**src/rtl/core/xs_pkg.sv**
```systemverilog
`default_nettype none
// ----------------------------------------------------------------------------
// xs_pkg
// Shared types and constants of the xoshiro256** generator: field widths,
// splitmix64 and scrambler constants, command codes, register map and the
// sequencer states of the back end.
// ----------------------------------------------------------------------------
package xs_pkg;

	// field widths
	localparam int WORD_W         = 64;
	localparam int FRAC_W         = 53;
	localparam int PROB_W         = 54;
	localparam int RANGE_BITS_DEF = 16;
	localparam int MUL_W          = 32;
	// low slice of the fraction that goes through the second index product
	localparam int LO_W           = 21;
	localparam int LO_PROD_W      = 53;

	// splitmix64 constants
	localparam logic [WORD_W-1:0] GOLDEN_GAMMA = 64'h9E37_79B9_7F4A_7C15;
	localparam logic [WORD_W-1:0] MIX_MUL_A    = 64'hBF58_476D_1CE4_E5B9;
	localparam logic [WORD_W-1:0] MIX_MUL_B    = 64'h94D0_49BB_1331_11EB;
	localparam int MIX_SH_0 = 30;
	localparam int MIX_SH_1 = 27;
	localparam int MIX_SH_2 = 31;

	// xoshiro256** constants
	localparam int XS_SHL   = 17;
	localparam int XS_ROT   = 45;
	localparam int SCR_ROT  = 7;

	// command codes of the input word
	localparam logic CMD_GENERATE = 1'b0;
	localparam logic CMD_RESEED   = 1'b1;

	typedef enum logic {
		OP_GENERATE,
		OP_RESEED
	} op_t;

	// decoded queue entry
	typedef struct packed {
		op_t               op;
		logic [PROB_W-1:0] prob;
	} head_t;

	// command queue geometry
	localparam int QUEUE_DEPTH = 2;
	localparam int QPTR_W      = $clog2(QUEUE_DEPTH);
	localparam int QCNT_W      = $clog2(QUEUE_DEPTH + 1);

	// APB register map: register i at byte address 8*i
	localparam int APB_AW = 4;
	localparam int APB_DW = 64;
	localparam logic REG_SEED = 1'b0;

	// back-end sequencer
	typedef enum logic [3:0] {
		ST_IDLE,
		ST_MIX_ADD,
		ST_MUL0,
		ST_MUL1,
		ST_MUL2,
		ST_MIX_XOR,
		ST_SCR,
		ST_HI,
		ST_LO,
		ST_SUM
	} eng_state_t;

	function automatic logic [WORD_W-1:0] rotl(input logic [WORD_W-1:0] x, input int k);
		rotl = (x << k) | (x >> (WORD_W - k));
	endfunction

endpackage
`default_nettype wire

```
**src/rtl/core/xs_if.sv**
```systemverilog
`default_nettype none
// ----------------------------------------------------------------------------
// xs_if
// Valid/ready channels of the generator: the command channel and the
// result channel.
// ----------------------------------------------------------------------------
interface xs_cmd_if
	import xs_pkg::*;
#(
	parameter int RANGE_BITS = RANGE_BITS_DEF
);
	logic                  valid;
	logic                  ready;
	logic                  command;
	logic [PROB_W-1:0]     probability;
	logic [RANGE_BITS-1:0] range_n;

	modport source (output valid, command, probability, range_n, input ready);
	modport sink   (input valid, command, probability, range_n, output ready);
endinterface

interface xs_res_if
	import xs_pkg::*;
#(
	parameter int RANGE_BITS = RANGE_BITS_DEF
);
	logic                  valid;
	logic                  ready;
	logic [WORD_W-1:0]     raw_word;
	logic [FRAC_W-1:0]     fraction;
	logic                  below_probability;
	logic [RANGE_BITS-1:0] index;

	modport source (output valid, raw_word, fraction, below_probability, index, input ready);
	modport sink   (input valid, raw_word, fraction, below_probability, index, output ready);
endinterface
`default_nettype wire

```
**src/rtl/core/xs_cmd_queue.sv**
```systemverilog
`default_nettype none
// ----------------------------------------------------------------------------
// xs_cmd_queue
// Front end: accepts command words, decodes the command code and holds them
// in a short queue for the back end.
// ----------------------------------------------------------------------------
module xs_cmd_queue
	import xs_pkg::*;
#(
	parameter int RANGE_BITS = RANGE_BITS_DEF
) (
	input  wire logic                  clk,
	input  wire logic                  arst_n,
	xs_cmd_if.sink                     cmd,
	output logic                       head_valid,
	output head_t                      head,
	output logic [RANGE_BITS-1:0]      head_n,
	input  wire logic                  head_pop
);

	head_t                 ent_q   [QUEUE_DEPTH];
	logic [RANGE_BITS-1:0] ent_n_q [QUEUE_DEPTH];
	logic [QPTR_W-1:0]     wr_ptr_q;
	logic [QPTR_W-1:0]     rd_ptr_q;
	logic [QCNT_W-1:0]     count_q;
	logic                  push;
	head_t                 in_ent;

	assign cmd.ready  = (count_q != QCNT_W'(QUEUE_DEPTH));
	assign push       = cmd.valid && cmd.ready;
	assign head_valid = (count_q != '0);
	assign head       = ent_q[rd_ptr_q];
	assign head_n     = ent_n_q[rd_ptr_q];

	// decode the incoming word
	always_comb begin
		in_ent.prob = cmd.probability;
		unique case (cmd.command)
			CMD_RESEED:   in_ent.op = OP_RESEED;
			CMD_GENERATE: in_ent.op = OP_GENERATE;
			default:      in_ent.op = OP_GENERATE;
		endcase
	end

	// pointers and fill count
	always_ff @(posedge clk or negedge arst_n) begin
		if (!arst_n) begin
			wr_ptr_q <= '0;
			rd_ptr_q <= '0;
			count_q  <= '0;
		end else begin
			if (push)
				wr_ptr_q <= wr_ptr_q + 1'b1;
			if (head_pop)
				rd_ptr_q <= rd_ptr_q + 1'b1;
			if (push && !head_pop)
				count_q <= count_q + 1'b1;
			else if (!push && head_pop)
				count_q <= count_q - 1'b1;
		end
	end

	// entry storage
	always_ff @(posedge clk) begin
		if (push) begin
			ent_q[wr_ptr_q]   <= in_ent;
			ent_n_q[wr_ptr_q] <= cmd.range_n;
		end
	end

endmodule
`default_nettype wire

```
**src/rtl/core/xs_engine.sv**
```systemverilog
`default_nettype none
// ----------------------------------------------------------------------------
// xs_engine
// Back end: holds the four state words, runs the splitmix64 expansion and
// the xoshiro256** step, and forms the result word. One shared 32x32
// multiplier serves the 64-bit mixing products and the index product.
// ----------------------------------------------------------------------------
module xs_engine
	import xs_pkg::*;
#(
	parameter int RANGE_BITS = RANGE_BITS_DEF
) (
	input  wire logic                  clk,
	input  wire logic                  arst_n,
	input  wire logic                  head_valid,
	input  wire head_t                 head,
	input  wire logic [RANGE_BITS-1:0] head_n,
	output logic                       head_pop,
	input  wire logic [WORD_W-1:0]     seed_value,
	xs_res_if.source                   res
);

	eng_state_t            state_q;
	eng_state_t            state_d;

	logic [WORD_W-1:0]     s_q [4];
	logic [WORD_W-1:0]     acc_q;
	logic [WORD_W-1:0]     z_q;
	logic [WORD_W-1:0]     prod_q;
	logic [LO_PROD_W-1:0]  lo_q;
	logic [1:0]            k_q;
	logic                  phase_q;
	logic [PROB_W-1:0]     prob_q;
	logic [RANGE_BITS-1:0] n_q;
	logic [WORD_W-1:0]     word_q;
	logic                  below_q;

	logic                  res_valid_q;
	logic [WORD_W-1:0]     out_word_q;
	logic                  out_below_q;
	logic [RANGE_BITS-1:0] out_idx_q;

	logic                  out_free;
	logic                  out_load;
	logic [MUL_W-1:0]      mul_a;
	logic [MUL_W-1:0]      mul_b;
	logic [WORD_W-1:0]     mul_p;
	logic [WORD_W-1:0]     mix_const;
	logic [WORD_W-1:0]     mix_sum;
	logic [WORD_W-1:0]     scr_rot;
	logic [WORD_W-1:0]     idx_sum;

	assign mix_const = phase_q ? MIX_MUL_B : MIX_MUL_A;
	assign mix_sum   = acc_q + GOLDEN_GAMMA;
	assign scr_rot   = rotl(z_q, SCR_ROT);
	assign idx_sum   = prod_q + WORD_W'(lo_q >> LO_W);
	assign mul_p     = WORD_W'(mul_a) * WORD_W'(mul_b);

	// next state
	always_comb begin
		state_d = state_q;
		unique case (state_q)
			ST_IDLE: begin
				if (head_valid)
					state_d = (head.op == OP_RESEED) ? ST_MIX_ADD : ST_SCR;
			end
			ST_MIX_ADD: state_d = ST_MUL0;
			ST_MUL0:    state_d = ST_MUL1;
			ST_MUL1:    state_d = ST_MUL2;
			ST_MUL2:    state_d = ST_MIX_XOR;
			ST_MIX_XOR: begin
				if (!phase_q)
					state_d = ST_MUL0;
				else if (k_q == 2'd3)
					state_d = ST_IDLE;
				else
					state_d = ST_MIX_ADD;
			end
			ST_SCR:     state_d = ST_HI;
			ST_HI:      state_d = ST_LO;
			ST_LO:      state_d = ST_SUM;
			ST_SUM: begin
				if (out_free)
					state_d = ST_IDLE;
			end
			default:    state_d = ST_IDLE;
		endcase
	end

	// sequencer outputs: queue pop, result load, multiplier operands
	always_comb begin
		out_free = !res_valid_q || res.ready;
		head_pop = (state_q == ST_IDLE) && head_valid;
		out_load = (state_q == ST_SUM) && out_free;
		mul_a    = '0;
		mul_b    = '0;
		unique case (state_q)
			ST_MUL0: begin
				mul_a = z_q[31:0];
				mul_b = mix_const[31:0];
			end
			ST_MUL1: begin
				mul_a = z_q[63:32];
				mul_b = mix_const[31:0];
			end
			ST_MUL2: begin
				mul_a = z_q[31:0];
				mul_b = mix_const[63:32];
			end
			ST_HI: begin
				mul_a = word_q[63:32];
				mul_b = MUL_W'(n_q);
			end
			ST_LO: begin
				mul_a = MUL_W'(word_q[WORD_W-FRAC_W+LO_W-1:WORD_W-FRAC_W]);
				mul_b = MUL_W'(n_q);
			end
			default: begin
				mul_a = '0;
				mul_b = '0;
			end
		endcase
	end

	// control registers; reset starts the expansion of seed zero
	always_ff @(posedge clk or negedge arst_n) begin
		if (!arst_n) begin
			state_q     <= ST_MIX_ADD;
			acc_q       <= '0;
			k_q         <= '0;
			phase_q     <= 1'b0;
			res_valid_q <= 1'b0;
		end else begin
			state_q <= state_d;
			if (head_pop && head.op == OP_RESEED) begin
				acc_q   <= seed_value;
				k_q     <= '0;
				phase_q <= 1'b0;
			end
			if (state_q == ST_MIX_ADD)
				acc_q <= mix_sum;
			if (state_q == ST_MIX_XOR) begin
				phase_q <= !phase_q;
				if (phase_q)
					k_q <= k_q + 1'b1;
			end
			if (out_load)
				res_valid_q <= 1'b1;
			else if (res.ready)
				res_valid_q <= 1'b0;
		end
	end

	// datapath
	always_ff @(posedge clk) begin
		// state advance; z_q picks up s1*5 for the scrambler
		if (head_pop && head.op == OP_GENERATE) begin
			z_q    <= s_q[1] + (s_q[1] << 2);
			s_q[0] <= s_q[0] ^ s_q[3] ^ s_q[1];
			s_q[1] <= s_q[1] ^ s_q[2] ^ s_q[0];
			s_q[2] <= s_q[2] ^ s_q[0] ^ (s_q[1] << XS_SHL);
			s_q[3] <= rotl(s_q[3] ^ s_q[1], XS_ROT);
			prob_q <= head.prob;
			n_q    <= head_n;
		end
		case (state_q)
			ST_MIX_ADD: z_q <= mix_sum ^ (mix_sum >> MIX_SH_0);
			// 64x64 low product from three 32x32 partial products
			ST_MUL0:    prod_q <= mul_p;
			ST_MUL1,
			ST_MUL2:    prod_q[63:32] <= prod_q[63:32] + mul_p[31:0];
			ST_MIX_XOR: begin
				if (!phase_q)
					z_q <= prod_q ^ (prod_q >> MIX_SH_1);
				else
					s_q[k_q] <= prod_q ^ (prod_q >> MIX_SH_2);
			end
			// rotl(s1*5, 7) * 9
			ST_SCR:     word_q <= scr_rot + (scr_rot << 3);
			ST_HI: begin
				prod_q  <= mul_p;
				below_q <= PROB_W'(word_q[63:11]) < prob_q;
			end
			ST_LO:      lo_q <= mul_p[LO_PROD_W-1:0];
			default: ;
		endcase
		// result register
		if (out_load) begin
			out_word_q  <= word_q;
			out_below_q <= below_q;
			out_idx_q   <= idx_sum[32 +: RANGE_BITS];
		end
	end

	assign res.valid             = res_valid_q;
	assign res.raw_word          = out_word_q;
	assign res.fraction          = out_word_q[63:11];
	assign res.below_probability = out_below_q;
	assign res.index             = out_idx_q;

endmodule
`default_nettype wire

```
**src/rtl/core/xoshiro256ss_generator.sv**
```systemverilog
`default_nettype none
// ----------------------------------------------------------------------------
// xoshiro256ss_generator
// xoshiro256** random number source with splitmix64 seeding, a valid/ready
// command channel, a valid/ready result channel and an APB seed register.
// ----------------------------------------------------------------------------
// A generate word (command 0) advances the state and returns one result word
// with the raw output, its top 53 bits as a fraction, a flag for fraction
// below probability and an index floor(fraction*range_n/2^53); a reseed word
// (command 1) expands the seed register into the state and returns nothing.
// Commands enter a two-word queue, so the command side is taken while the
// back end works or a result waits. The back end is a sequencer around one
// 32x32 multiplier: a generate runs the scrambler, the high and low index
// products and the sum; a reseed runs four splitmix64 steps. After reset the
// back end expands seed zero before it serves the first queued word.
// The seed register is at byte address 0; write it only while idle.
// ----------------------------------------------------------------------------
module xoshiro256ss_generator
	import xs_pkg::*;
#(
	parameter int RANGE_BITS = RANGE_BITS_DEF
) (
	input  wire logic              clk,
	input  wire logic              arst_n,
	xs_cmd_if.sink                 cmd,
	xs_res_if.source               res,
	input  wire logic              psel,
	input  wire logic              penable,
	input  wire logic              pwrite,
	input  wire logic [APB_AW-1:0] paddr,
	input  wire logic [APB_DW-1:0] pwdata,
	output logic [APB_DW-1:0]      prdata,
	output logic                   pready
);

	logic [WORD_W-1:0]     seed_q;
	logic                  cfg_wr;
	logic                  head_valid;
	head_t                 head;
	logic [RANGE_BITS-1:0] head_n;
	logic                  head_pop;

	// APB seed register
	assign pready = 1'b1;
	assign cfg_wr = psel && penable && pwrite;

	always_ff @(posedge clk or negedge arst_n) begin
		if (!arst_n) begin
			seed_q <= '0;
		end else if (cfg_wr) begin
			unique case (paddr[APB_AW-1])
				REG_SEED: seed_q <= pwdata;
				default: ;
			endcase
		end
	end

	always_comb begin
		unique case (paddr[APB_AW-1])
			REG_SEED: prdata = seed_q;
			default:  prdata = '0;
		endcase
	end

	// front end: command queue
	xs_cmd_queue #(
		.RANGE_BITS (RANGE_BITS)
	) u_queue (
		.clk        (clk),
		.arst_n     (arst_n),
		.cmd        (cmd),
		.head_valid (head_valid),
		.head       (head),
		.head_n     (head_n),
		.head_pop   (head_pop)
	);

	// back end: state and result datapath
	xs_engine #(
		.RANGE_BITS (RANGE_BITS)
	) u_engine (
		.clk        (clk),
		.arst_n     (arst_n),
		.head_valid (head_valid),
		.head       (head),
		.head_n     (head_n),
		.head_pop   (head_pop),
		.seed_value (seed_q),
		.res        (res)
	);

endmodule
`default_nettype wire
```
**src/flat_wrapper.sv**
```systemverilog
// flat-port wrapper written by rule: the top's interface ports become plain ports
module xoshiro256ss_generator_flat import xs_pkg::*;
#(
	parameter int RANGE_BITS = RANGE_BITS_DEF
)
  (clk, arst_n, psel, penable, pwrite, paddr, pwdata, prdata, pready, cmd_valid, cmd_command, cmd_probability, cmd_range_n, cmd_ready, res_valid, res_raw_word, res_fraction, res_below_probability, res_index, res_ready);
  xs_cmd_if #(.RANGE_BITS(RANGE_BITS)) cmd_i ();
  xs_res_if #(.RANGE_BITS(RANGE_BITS)) res_i ();
  input  wire logic clk;
  input  wire logic arst_n;
  input  wire logic psel;
  input  wire logic penable;
  input  wire logic pwrite;
  input  wire logic [APB_AW-1:0] paddr;
  input  wire logic [APB_DW-1:0] pwdata;
  output logic [APB_DW-1:0] prdata;
  output logic pready;
  input wire logic [$bits(cmd_i.valid)-1:0] cmd_valid;
  input wire logic [$bits(cmd_i.command)-1:0] cmd_command;
  input wire logic [$bits(cmd_i.probability)-1:0] cmd_probability;
  input wire logic [$bits(cmd_i.range_n)-1:0] cmd_range_n;
  output wire logic [$bits(cmd_i.ready)-1:0] cmd_ready;
  output wire logic [$bits(res_i.valid)-1:0] res_valid;
  output wire logic [$bits(res_i.raw_word)-1:0] res_raw_word;
  output wire logic [$bits(res_i.fraction)-1:0] res_fraction;
  output wire logic [$bits(res_i.below_probability)-1:0] res_below_probability;
  output wire logic [$bits(res_i.index)-1:0] res_index;
  input wire logic [$bits(res_i.ready)-1:0] res_ready;
  assign cmd_i.valid = cmd_valid;
  assign cmd_i.command = cmd_command;
  assign cmd_i.probability = cmd_probability;
  assign cmd_i.range_n = cmd_range_n;
  assign cmd_ready = cmd_i.ready;
  assign res_valid = res_i.valid;
  assign res_raw_word = res_i.raw_word;
  assign res_fraction = res_i.fraction;
  assign res_below_probability = res_i.below_probability;
  assign res_index = res_i.index;
  assign res_i.ready = res_ready;
  xoshiro256ss_generator #(.RANGE_BITS(RANGE_BITS)) u_core (.clk(clk), .arst_n(arst_n), .cmd(cmd_i), .res(res_i), .psel(psel), .penable(penable), .pwrite(pwrite), .paddr(paddr), .pwdata(pwdata), .prdata(prdata), .pready(pready));
endmodule
```
**config.mk**
```make
export PLATFORM = sky130hd
export DESIGN_NAME = xoshiro256ss_generator_flat
export DESIGN_NICKNAME = d
export VERILOG_FILES = /design/src/rtl/core/xs_pkg.sv /design/src/rtl/core/xs_if.sv /design/src/rtl/core/xs_cmd_queue.sv /design/src/rtl/core/xs_engine.sv /design/src/rtl/core/xoshiro256ss_generator.sv /design/src/flat_wrapper.sv
export SDC_FILE = /design/constraint.sdc
export NUM_CORES = 2
export LEC_CHECK = 0
export BUFFER_PORTS_ARGS = -buffer_cell sky130_fd_sc_hd__buf_4
export CAP_MARGIN = 20
export CORE_UTILIZATION = 55
export DETAILED_ROUTE_END_ITERATION = 8
export PLACE_DENSITY = 0.7
export RECOVER_POWER = 25
export SLEW_MARGIN = 20
export SYNTH_ARGS = -nofsm -noshare
export SYNTH_HDL_FRONTEND = slang
export SYNTH_SLANG_ARGS = --single-unit
```
**constraint.sdc**
```tcl
create_clock -name clk -period 12.4 [get_ports clk]
set_input_delay 2.48 -clock clk [delete_from_list [all_inputs] [get_ports clk]]
set_output_delay 2.48 -clock clk [all_outputs]
set_load 0.01 [all_outputs]
```
==> qor.yml <==
status: "finished with violations"
violations: "design-rule violations, max-capacitance violations, max-slew violations"
synth.avg_cell_area_um2: 9.92
syn-instance-count: 8317
viasPerCell: 6.13
synth.most_common_cell: "inv_1"
rsz0062_at_grt: "false"
cp-start-kind: "register"
drt_iter0_drc: 7101
synth_top_family_by_area: "adder cells"
cp.required_ns: 12.89
cp-startpoint: "u_core.u_engine.state_q[3]"
crit_top_cell: "fa_1"
grt_max_degree: 94
dp_slack_ns: 1.05
cts_root_buffer: "clkbuf_16"
ys_seq_area_share_pct: 31.6
syn_nets: 9859
ys_ff_latch: 914
r2r-start: "u_core.u_engine.state_q[3]"
synthSimpleGateAreaFrac_pct: 11.3
worst_clock_skew_ns: 0.0867
grt_pass1_vias: 63600
cp-end-kind: "register"
wl_um: 284000
clk_latency_ns: 0.76
yosysWarnings: 0
hold_path.class: "reg2reg"
place_area_um2: 86900
htreeDepth: 3
synth_area_um2: 82500
grt_pass1_wl_um: 416000
finalSetupViolations: 0
die_area_um2: 152000
worst_slew_pin_slew_ns: 5.05
crit_arrival_ns: 12.19
cp-endpoint: "u_core.u_engine.prod_q[63]"
fin_ws_ns: 0.695
r2r_end: "u_core.u_engine.prod_q[63]"
overflow: 0
r2r_setup_slack_ns: 0.69
dp_hpwl_um: 222000
post_drt_wl_per_cell_um: 27.0
io_pins: 347
postCtsSetupBuffers: 0
layout.nets: 9968
crit_path_max_incr_delay_ns: 0.86
ant_nets: 0
maxSlewHeadroom_pct: -237
synth_flop_cell: "edfxtp_1"
hold_violations: 0
design.core.area_um2: 148000
async_flop_share_pct: 15.3
worst_path_max_delay_cell: "clkbuf_1"
place_congestion: 1.05
drive_gt1_share_pct: 9.83
crit_fanout: 14
cts_tree: "done"
grt_usage_pct: 37.4
synth.area.mux_share_pct: 2.08
cts_sinks: 914
ff2ff_path_depth: 34
path_clk_slew_ns: 0.07
utilization_pct: 60.7
final_cell_area_um2: 90000
portBuffers: 342
slew_violations: 345
synth_fa_ha_area_share_pct: 28.8
start_util_pct: 55.6
die_w_um: 389
num_vias: 64400
cts_buffers: 95
finalSetupTns_ns: 0
synth_xor_area_share_pct: 7.22
cts_buffer_depth: 3
ys_top_cells_by_count: "inv_1 (1052), nor2_1 (894), fa_1 (836)"
rows: 141
synth_edf_count: 710
die_h_um: 389
period_minus_slack_ns: 11.71
yosysTopAreaCell: "edfxtp_1"
synth_top_area_share_pct: 25.8
first_pass_iters: 9
area_growth_pct: 9.10
drc: 2
crit_type: "reg2reg"
clock.fmax_mhz: 85.4
yosys.cell_types.count: 103
synthTopCellsByArea: "edfxtp_1 (26%), fa_1 (20%), ha_1 (8.5%), inv_1 (4.8%), dfrtp_1 (4.2%)"
cts-resized-gates: 0
hold_buffers: 0
antenna_found_initial: 10
fin_crit_sh_pct: 94.4
drv_cap: 7
synth-compound-area-share_pct: 11.8
-- flip-flops by register name, indices dropped and copies added (netlist names), 4 cells and up --
| signal | flops |
|---|---|
| u_core.u_engine.n_q | 16 |
| u_core.u_engine.prod_q | 64 |
| u_core.u_engine.res.index | 16 |
| u_core.u_engine.word_q | 64 |
| u_core.seed_q | 64 |
| u_core.u_engine.prob_q | 54 |
| u_core.u_engine.acc_q | 64 |
| u_core.u_engine.res.raw_word | 64 |
| u_core.u_queue.ent_q | 110 |
| u_core.u_engine.lo_q | 32 |
| u_core.u_engine.s_q | 256 |
| u_core.u_queue.ent_n_q | 32 |
| u_core.u_engine.z_q | 64 |
| u_core.u_engine.state_q | 4 |
-- kinds of logic (layout without fill, tap and decap cells) --
logic type                 count (synthesis)  in the layout
DFF                                      914            914
adders and majority gates               1396           1396
AOI/OAI and AO/OA                       1506           1506
muxes                                    154            154
buffers and inverters                   1524           1710
other                                      1              7
and+or+nand+nor                         2144           2144
xor gates and xnor gates                 678            678
-- area by class of cell --
cell class	count	area, um2
inverters	1052	3950
flip-flops and latches	914	26100
multi-input cells	5879	50700
diodes	6	15.0
clock buffers	121	2500
repair buffers	484	3560
well taps	2002	2500
clock inverters	53	674
fillers	12600	58400
-- stage by stage --
| stage | std cells | hold WS, ns |
|---|---|---|
| 6_report | 10500 | 0.374 |
| 5_1_grt | 10500 | 0.386 |
| 4_1_cts | 10500 | 0.374 |
| 3_5_place_dp | 10300 | 0.406 |
| 3_3_place_gp | 10300 | 0.406 |
| 2_1_floorplan | 8317 | 0.400 |
-- per-layer routing --
metal	share of wire [%]	global-route usage, %	vias up
li1	-	-	28000
met1	38	48.8	32000
met2	45	57.8	3644
met3	10	7.49	760
met4	7.2	22.3	4
met5	0.011	0	-
-- cell usage in the layout (no fill, tap or decap), types with 95 or more instances in the layout --
cell type / instances
mux2_2: 135
ha_1: 560
a21oi_1: 475
nor2b_1: 106
edfxtp_1: 710
nand2_1: 716
clkbuf_16: 95
xnor2_1: 329
o21ai_0: 368
xor2_1: 347
nor2_1: 884
dfrtp_1: 139
buf_4: 400
inv_1: 1050
fa_1: 836
a21o_1: 151
-- worst min-delay path by stage --
| stage | from | end | slack [ns] | depth (start not counted) |
|---|---|---|---|---|
| floorplan | u_core.u_engine.below_q | u_core.u_engine.res.below_probability | 0.40 | 0 |
| global placement | u_core.u_engine.word_q[0] | u_core.u_engine.res.raw_word[0] | 0.41 | 0 |
| detailed placement | u_core.u_engine.word_q[0] | u_core.u_engine.res.raw_word[0] | 0.41 | 0 |
| CTS | u_core.u_engine.below_q | u_core.u_engine.res.below_probability | 0.37 | 0 |
| global route | u_core.u_engine.below_q | u_core.u_engine.res.below_probability | 0.39 | 0 |
| finish | u_core.u_engine.below_q | u_core.u_engine.res.below_probability | 0.37 | 0 |
-- worst max-delay path, delay by kind of cell (launching register included) --
family / cells / cell delay [ns]
flops: 1 / 0.46
simple gates: 6 / 1.95
fa+ha+maj: 10 / 4.72
mux: 1 / 0.11
xor+xnor: 2 / 0.54
compound gates: 9 / 2.39
buf+inv: 6 / 1.35
Power is left out: the tool's default activity adds up to more than one toggle a clock period on the data nets, which glitch-free logic cannot reach.
